[config.mk]
export PLATFORM = sky130hd
export DESIGN_NAME = six_axis_moving_average_unit
export DESIGN_NICKNAME = d
export VERILOG_FILES = /design/src/sv/sama_pkg.sv /design/src/sv/sama_lane.sv /design/src/sv/sama_div.sv /design/src/sv/six_axis_moving_average_unit.sv
export SDC_FILE = /design/constraint.sdc
export NUM_CORES = 2
export LEC_CHECK = 0
export ABC_AREA = 1
export BUFFER_PORTS_ARGS = -buffer_cell sky130_fd_sc_hd__buf_2
export CAP_MARGIN = 20
export CORE_ASPECT_RATIO = 1.4
export CORE_MARGIN = 2
export CORE_UTILIZATION = 55
export DETAILED_ROUTE_END_ITERATION = 8
export PLACE_DENSITY = 0.73
export SLEW_MARGIN = 20
export SYNTH_ARGS = -nofsm -noshare
export SYNTH_HDL_FRONTEND = slang
export SYNTH_HIERARCHICAL = 1
export SYNTH_SLANG_ARGS = --single-unit
[constraint.sdc]
create_clock -name clk_i -period 10.9 [get_ports clk_i]
set_input_delay 2.18 -clock clk_i [delete_from_list [all_inputs] [get_ports clk_i]]
set_output_delay 2.18 -clock clk_i [all_outputs]
set_load 0.01 [all_outputs]
[src/sv/sama_pkg.sv]
`default_nettype none

package sama_pkg;

  localparam int unsigned SampleW  = 16;
  localparam int unsigned NumLanes = 6;

  typedef logic signed [SampleW-1:0] sample_t;

  typedef struct packed {
    sample_t accel_x;
    sample_t accel_y;
    sample_t accel_z;
    sample_t gyro_x;
    sample_t gyro_y;
    sample_t gyro_z;
    sample_t mag_x;
    sample_t mag_y;
    sample_t mag_z;
  } in_beat_t;

  typedef struct packed {
    sample_t avg_accel_x;
    sample_t avg_accel_y;
    sample_t avg_accel_z;
    sample_t avg_gyro_x;
    sample_t avg_gyro_y;
    sample_t avg_gyro_z;
    sample_t out_mag_x;
    sample_t out_mag_y;
    sample_t out_mag_z;
  } out_beat_t;

  // Load strobes for the three pipeline stages, shared by every lane.
  typedef struct packed {
    logic ld_sum;
    logic ld_prod;
    logic ld_out;
  } pipe_ctl_t;

endpackage

`default_nettype wire

[src/sv/sama_lane.sv]
`default_nettype none

module sama_lane #(
  parameter int unsigned WINDOW = 8,
  parameter int unsigned SumW   = 19
) (
  input  wire logic                 clk_i,
  input  wire logic                 rst_ni,
  input  wire sama_pkg::pipe_ctl_t  ctl_i,
  input  wire sama_pkg::sample_t    sample_i,
  output logic signed [SumW-1:0]    sum_o
);

  sama_pkg::sample_t         tap_q [WINDOW];
  logic signed [SumW-1:0]    sum_q;
  logic signed [SumW-1:0]    sum_d;

  // The running sum adds the newest sample and drops the one leaving the window.
  // Wrap-around in SumW bits is harmless as the true sum always fits.
  assign sum_d = sum_q + SumW'(sample_i) - SumW'(tap_q[WINDOW-1]);

  always_ff @(posedge clk_i or negedge rst_ni) begin
    if (!rst_ni) begin
      for (int i = 0; i < WINDOW; i++) begin
        tap_q[i] <= '0;
      end
      sum_q <= '0;
    end else if (ctl_i.ld_sum) begin
      tap_q[0] <= sample_i;
      for (int i = 1; i < WINDOW; i++) begin
        tap_q[i] <= tap_q[i-1];
      end
      sum_q <= sum_d;
    end
  end

  assign sum_o = sum_q;

endmodule

`default_nettype wire

[src/sv/sama_div.sv]
`default_nettype none

module sama_div #(
  parameter int unsigned WINDOW = 8,
  parameter int unsigned SumW   = 19
) (
  input  wire logic                 clk_i,
  input  wire sama_pkg::pipe_ctl_t  ctl_i,
  input  wire logic signed [SumW-1:0] sum_i,
  output sama_pkg::sample_t         avg_o
);

  // Exact reciprocal: for any magnitude below 2**SumW, (n * Recip) >> Shift
  // equals floor(n / WINDOW).
  localparam int unsigned Shift  = SumW + $clog2(WINDOW);
  localparam int unsigned RecipW = SumW + 1;
  localparam int unsigned ProdW  = SumW + RecipW;
  localparam logic [RecipW-1:0] Recip =
    RecipW'(((64'd1 << Shift) + 64'(WINDOW) - 64'd1) / 64'(WINDOW));

  logic [SumW-1:0]          mag;
  logic [ProdW-1:0]         prod_d;
  logic [ProdW-1:0]         prod_q;
  logic                     neg_q;
  logic [sama_pkg::SampleW-1:0] quot;
  sama_pkg::sample_t        avg_d;
  sama_pkg::sample_t        avg_q;

  assign mag    = sum_i[SumW-1] ? SumW'(-sum_i) : SumW'(sum_i);
  assign prod_d = ProdW'(mag) * ProdW'(Recip);

  always_ff @(posedge clk_i) begin
    if (ctl_i.ld_prod) begin
      prod_q <= prod_d;
      neg_q  <= sum_i[SumW-1];
    end
  end

  // Truncation toward zero: divide the magnitude, then restore the sign.
  assign quot  = prod_q[Shift +: sama_pkg::SampleW];
  assign avg_d = neg_q ? sama_pkg::sample_t'(-quot) : sama_pkg::sample_t'(quot);

  always_ff @(posedge clk_i) begin
    if (ctl_i.ld_out) begin
      avg_q <= avg_d;
    end
  end

  assign avg_o = avg_q;

endmodule

`default_nettype wire

[src/sv/six_axis_moving_average_unit.sv]
// A result passes the running sum, the reciprocal product and the output register before it is shown on the output.
// Throughput: one beat per cycle; a new beat is taken every cycle while the output flows.
// The rate is set by the per-lane running sum, which takes one sample per clock unless the pipeline stalls.
// Reset (rst_ni low, asynchronous) clears every window tap and running sum to zero
// and empties the pipeline; no clearing pass follows, the block is ready at once.
`default_nettype none

module six_axis_moving_average_unit #(
  parameter int unsigned WINDOW = 8
) (
  input  wire logic               clk_i,
  input  wire logic               rst_ni,
  input  wire logic               in_valid_i,
  output logic                    in_stall_o,
  input  wire sama_pkg::in_beat_t in_beat_i,
  output logic                    out_valid_o,
  input  wire logic               out_stall_i,
  output sama_pkg::out_beat_t     out_beat_o
);

  // Width of a window sum: WINDOW samples of 16 bits need log2(WINDOW) more bits.
  localparam int unsigned SumW = sama_pkg::SampleW + $clog2(WINDOW);

  // Three stages: running sum, reciprocal product, output register.  Each stage
  // takes a new beat when it is empty or when the stage after it moves on.
  logic                valid_sum_q, valid_prod_q, valid_out_q;
  logic                rdy_sum, rdy_prod, rdy_out;
  sama_pkg::pipe_ctl_t ctl;

  assign rdy_out  = !valid_out_q || !out_stall_i;
  assign rdy_prod = !valid_prod_q || rdy_out;
  assign rdy_sum  = !valid_sum_q || rdy_prod;

  assign ctl.ld_sum  = in_valid_i && rdy_sum;
  assign ctl.ld_prod = valid_sum_q && rdy_prod;
  assign ctl.ld_out  = valid_prod_q && rdy_out;

  assign in_stall_o  = !rdy_sum;
  assign out_valid_o = valid_out_q;

  always_ff @(posedge clk_i or negedge rst_ni) begin
    if (!rst_ni) begin
      valid_sum_q  <= 1'b0;
      valid_prod_q <= 1'b0;
      valid_out_q  <= 1'b0;
    end else begin
      if (rdy_sum) begin
        valid_sum_q <= in_valid_i;
      end
      if (rdy_prod) begin
        valid_prod_q <= valid_sum_q;
      end
      if (rdy_out) begin
        valid_out_q <= valid_prod_q;
      end
    end
  end

  // Six identical lanes, one for each accelerometer and gyroscope axis, in
  // the order of the beat's fields.
  sama_pkg::sample_t lane_in  [sama_pkg::NumLanes];
  sama_pkg::sample_t lane_avg [sama_pkg::NumLanes];

  assign lane_in[0] = in_beat_i.accel_x;
  assign lane_in[1] = in_beat_i.accel_y;
  assign lane_in[2] = in_beat_i.accel_z;
  assign lane_in[3] = in_beat_i.gyro_x;
  assign lane_in[4] = in_beat_i.gyro_y;
  assign lane_in[5] = in_beat_i.gyro_z;

  for (genvar g = 0; g < sama_pkg::NumLanes; g++) begin : g_lane
    logic signed [SumW-1:0] lane_sum;

    sama_lane #(
      .WINDOW (WINDOW),
      .SumW   (SumW)
    ) u_lane (
      .clk_i    (clk_i),
      .rst_ni   (rst_ni),
      .ctl_i    (ctl),
      .sample_i (lane_in[g]),
      .sum_o    (lane_sum)
    );

    sama_div #(
      .WINDOW (WINDOW),
      .SumW   (SumW)
    ) u_div (
      .clk_i (clk_i),
      .ctl_i (ctl),
      .sum_i (lane_sum),
      .avg_o (lane_avg[g])
    );
  end

  // The magnetometer axes travel alongside the lanes, one register per stage,
  // so that they leave with the averages of the same beat.
  sama_pkg::sample_t mag_sum_q  [3];
  sama_pkg::sample_t mag_prod_q [3];
  sama_pkg::sample_t mag_out_q  [3];

  always_ff @(posedge clk_i) begin
    if (ctl.ld_sum) begin
      mag_sum_q[0] <= in_beat_i.mag_x;
      mag_sum_q[1] <= in_beat_i.mag_y;
      mag_sum_q[2] <= in_beat_i.mag_z;
    end
    if (ctl.ld_prod) begin
      mag_prod_q <= mag_sum_q;
    end
    if (ctl.ld_out) begin
      mag_out_q <= mag_prod_q;
    end
  end

  // Merge the lane results and the magnetometer values into the output beat.
  always_comb begin
    out_beat_o.avg_accel_x = lane_avg[0];
    out_beat_o.avg_accel_y = lane_avg[1];
    out_beat_o.avg_accel_z = lane_avg[2];
    out_beat_o.avg_gyro_x  = lane_avg[3];
    out_beat_o.avg_gyro_y  = lane_avg[4];
    out_beat_o.avg_gyro_z  = lane_avg[5];
    out_beat_o.out_mag_x   = mag_out_q[0];
    out_beat_o.out_mag_y   = mag_out_q[1];
    out_beat_o.out_mag_z   = mag_out_q[2];
  end

endmodule

`default_nettype wire

== Yosys cells after proc, flatten, opt, wreduce, memory -nomap -nowiden ==
Cells that the tools add are included.

* Logic and storage cells: 137
* Input port bits: 148
* Bits in registers: 1,245

* Add/subtract/negate cells: 24
* Reduce and logical (&&, ||, !) cells: 11
* Muxes and demuxes: 12

{| class="wikitable"
|+ Operators by type and width
! kind !! count
|-
| 19-bit by 16-bit adder with 19-bit output || 6
|-
| 19-bit negation || 6
|-
| 19-bit by 16-bit subtractor with 19-bit output || 6
|-
| 18-bit two-way mux || 6
|-
| 16-bit two-way mux || 6
|-
| 16-bit negation || 6
|-
| 1-bit zero test || 5
|-
| 1-bit logical AND || 3
|-
| 1-bit logical OR || 3
|}

== Depth between registers and ports, before layout ==
* Word-level depth: 5
* Depth in mapped cells: 15
* Gate-level depth less buffers: 15

== Cells and area by module ==
Netlist, hierarchy kept.

{| class="wikitable"
|+ By module, submodules not included
! module !! times used !! sequential area each (um^2) !! area each (um^2) !! cells each
|-
| sama_lane at g_lane[2].u_lane ... || 4 || 3,678.5 || 7,064.3 || 861
|-
| sama_lane at g_lane[0].u_lane ... || 2 || 3,678.5 || 7,060.5 || 861
|-
| sama_div || 6 || 991.0 || 1,825.5 || 209
|-
| six_axis_moving_average_unit || 1 || 4,399.2 || 4,459.3 || 160
|}

== Least setup slack after synthesis ==
OpenSTA, ideal clock, no wires.

* Path kind: in2reg
* Start: in out_stall_i
* End: reg g_lane[0].u_div.avg_q[0], enable pin
* Path slack: 1.253 ns
* Cell stages on the path: 1
* Setup time: 0.695 ns
* Data required time: 10.205 ns
* Path buffers: 0
* Data arrival time: 8.951 ns
* Path through: a21oi_1

* Word-level cells in the longest chain between the ends: 3

{| class="wikitable"
|+ Ends and longest elaborated chain
! element !! line !! text
|-
| start, declared || six_axis_moving_average_unit.sv:17 || <nowiki>input wire logic out_stall_i,</nowiki>
|-
| 1-bit zero test || six_axis_moving_average_unit.sv:30 || <nowiki>assign rdy_out = !valid_out_q || !out_stall_i;</nowiki>
|-
| 1-bit logical OR || six_axis_moving_average_unit.sv:30 ||
|-
| 1-bit logical AND || six_axis_moving_average_unit.sv:36 || <nowiki>assign ctl.ld_out = valid_prod_q && rdy_out;</nowiki>
|-
| end signal, assigned || sama_div.sv:45 || <nowiki>avg_q <= avg_d;</nowiki>
|-
| end, declared || sama_div.sv:27 || <nowiki>sama_pkg::sample_t avg_q;</nowiki>
|}

Every way passes these cells.
A chain may end at the register's enable or synchronous reset.

==> summary.txt <==
Setup path
  • Data arrival, critical path: 5470 ps
  • R2R Path End: g_lane[3].u_lane/tap_q[10]
  • CP endpoint kind: flip-flop
  • CP Max Fanout: 153
  • Critical path class: primary input to flip-flop
  • Launch point of the worst reg-to-reg path: out_valid_o
  • Cells on worst reg2reg path: 9
  • Setup crit start: out_stall_i
  • R2R setup slack: 7070 ps
  • CP startpoint kind: primary input
  • Worst EP required: 11430 ps

Drt
  • Vias post-DR: 41400
  • Antenna Nets Post-Route: 0
  • Avg Vias per Cell: 5.01
  • Post-Route WL: 119000 um
  • DRT iter0 DRCs: 2745
  • DR pass1 iterations: 8
  • Wirelength per Cell: 14.4 um
  • DRC violations left: 0

Clock network
  • Post-cts gate resize count: 0
  • Htree depth: 3
  • Clock Tree Buf Depth: 3
  • CTS tree: yes
  • Clk root buf: clkbuf_16
  • Num CTS Buffers: 113
  • Post-CTS Setup Inserts: 0
  • Clock Sinks: 1227
  • Hold buffer count at cts: 0
  • Worst-path clk slew: 60 ps
  • Latest clock arrival within the worst-skew pair: 720 ps

Global route
  • Largest net degree at the start of global routing: 187
  • Initial antenna violation count: 24
  • GRT Total Usage: 0.224
  • Number of global-route vias before repair: 40300
  • Grt ovf: 0
  • Global-route wire length before repair: 198000 um

Placed design
  • Placer Congestion: 0.889
  • Dpl hpwl: 82600 um
  • Port bufs: 293
  • Dpl cells: 8038

Power and ir drop
  • Worst-case vdd ir drop: 161 uV
  • Power Dens Cells: 294 nW/um2
  • Leakage: 33.1 nW

Logic synthesis
  • Sequential fraction of the synthesis area: 0.561
  • Post-synth top area share: 0.383
  • Mapped Area: 57800 um2
  • Mean Syn Cell Area: 8.78 um2
  • Leading post-synthesis cells by cell area: dfrtp_1 (38%), nand2_1 (19%), edfxtp_1 (18%)
  • Post-synth top area cell: dfrtp_1
  • Syn nets: 6962
  • Yosys warnings: 6
  • Post-Syn Instances: 6580
  • Synth unique cells: 29
  • Seq cells post-synth: 1227

Hold path
  • Min-delay src: mag_sum_q[41]
  • Worst Hold Class: flip-flop to flip-flop
  • Hold Path Cell Cnt: 0
  • WHS Endpoint: mag_prod_q[41]

Cells and area
  • Most frequent cells in the layout: nand2_1 (2862), dfrtp_1 (885), inv_1 (783)
  • Most common cell after layout, fill and taps aside: nand2_1
  • Share of post-route cells with drive strength above 1: 0.0885
  • Layout fillers: 8927
  • Final Core Density: 0.616
  • Nets: 7187
  • Non-Filler Instances: 8255
  • Synthesis-to-finish area growth: 10.9%

STA
  • Slew HR: 0.327
  • Final Hold Fails: 0
  • Final min period: 4950 ps
  • Worst-Margin Slew: 1010 ps
  • Tcrit/Tclk final: 0.454
  • Setup Viol. Count Final: 0
  • Final hold slack: 415 ps
  • Setup tns final: 0 ps
  • F_max: 202 MHz
  • RSZ-0062 raised after global routing: false
  • Clk_skew: 25.4 ps
  • Slew Viols, Final: 0

Floorplanning
  • Die area: 108000 um2
  • Core ar.: 104000 um2
  • Initial core utilization: 0.555
  • Height of the die: 388 um
  • Placement Rows: 140
  • Die width: 278 um
  • I/O pins: 294

Job
  • Max-cap violations: 0

Outcome
  • Status: finished clean
==> synthesized netlist by cell type, drive strengths merged <==
| cell | count |
|---|---|
| nand2 | 2872 |
| dfrtp | 885 |
| inv | 796 |
| o21ai | 379 |
| edfxtp | 342 |
| nand3 | 271 |
| nor2 | 254 |
| ha | 126 |
| buf | 124 |
| fa | 108 |
| a21oi | 97 |
| clkbuf | 86 |
| xor2 | 84 |
| xnor2 | 60 |
| nand3b | 24 |
| nand4 | 18 |
| nor3 | 18 |
| o22ai | 18 |
| and2 | 12 |
| or2 | 6 |
==> worst max path at each step <==
stage	depth (start not counted)	slack, ps	to
after detailed placement	10	5310	g_lane[3].u_lane/tap_q[119]
final	10	5950	g_lane[3].u_lane/tap_q[10]
after CTS	4	5970	in_stall_o
after global routing	11	5690	g_lane[2].u_lane/sum_o[2]
after global placement	11	5410	g_lane[2].u_lane/sum_o[2]
after floorplan	1	1250	g_lane[0].u_div/avg_o[0]
==> cell type report <==
cell class,count,area (um2),share of cell area
clock buffers,168,3420,0.0533
clock inverters,45,399,0.00623
well taps,1349,1690,0.0263
flip-flops and latches,1227,32400,0.506
multi-input cells,4347,21400,0.334
inverters,796,3010,0.0469
diodes,3,7.51,0.000117
repair buffers,320,1770,0.0275
==> kinds of logic after synthesis <==
logic type	synth area share
AND/OR/NAND/NOR	0.239
buffers and inverters	0.0690
flip-flops	0.561
AO/OA/AOI/OAI	0.0447
adder cells (fa/ha/maj)	0.0647
XOR/XNOR	0.0218
==> flip-flops by register name (all words and copies together) (netlist names) <==
register / flops
valid_sum_q: 1
g_lane.u_div/avg_o: 96
g_lane.u_lane/sum_o: 114
valid_prod_q: 1
mag_prod_q: 48
out_valid_o: 1
g_lane.u_div/neg_q: 6
g_lane.u_div/prod_q: 96
mag_sum_q: 48
out_beat_o: 48
g_lane.u_lane/tap_q: 768
==> metrics by stage <==
stage          total power, mW  area (um2)  setup WS [ps]
2_1_floorplan             12.9       57800           1250
3_3_place_gp              14.7       60300           5410
3_5_place_dp              14.9       60300           5310
4_1_cts                   19.0       64100           5970
5_1_grt                   20.5       64100           5690
6_report                  18.8       64100           5950
==> metal layers <==
layer	wire length [um]	global-route usage	vias to the layer above	part of all wire
li1	-	-	20800	-
met1	51000	0.291	19500	0.43
met2	58400	0.381	763	0.49
met3	4700	0.0290	233	0.040
met4	4340	0.0908	20	0.037
met5	119	0	-	0.0010
==> worst max-delay path: stages <==
cell and delay [ps]:
buf_2 130, nand3_2 90, nor2_2 60, nor2_4 420, buf_4 630, buf_12 470, inv_4 370, buf_4 520
nand2_1 150, o21ai_0 100
==> power breakdown <==
part	internal, mW	switching, mW	total, mW
registers	6.16	0.919	7.08
logic	2.87	4.87	7.74
clock network	2.27	1.74	4.02
Power figures use the tool's default switching activity.
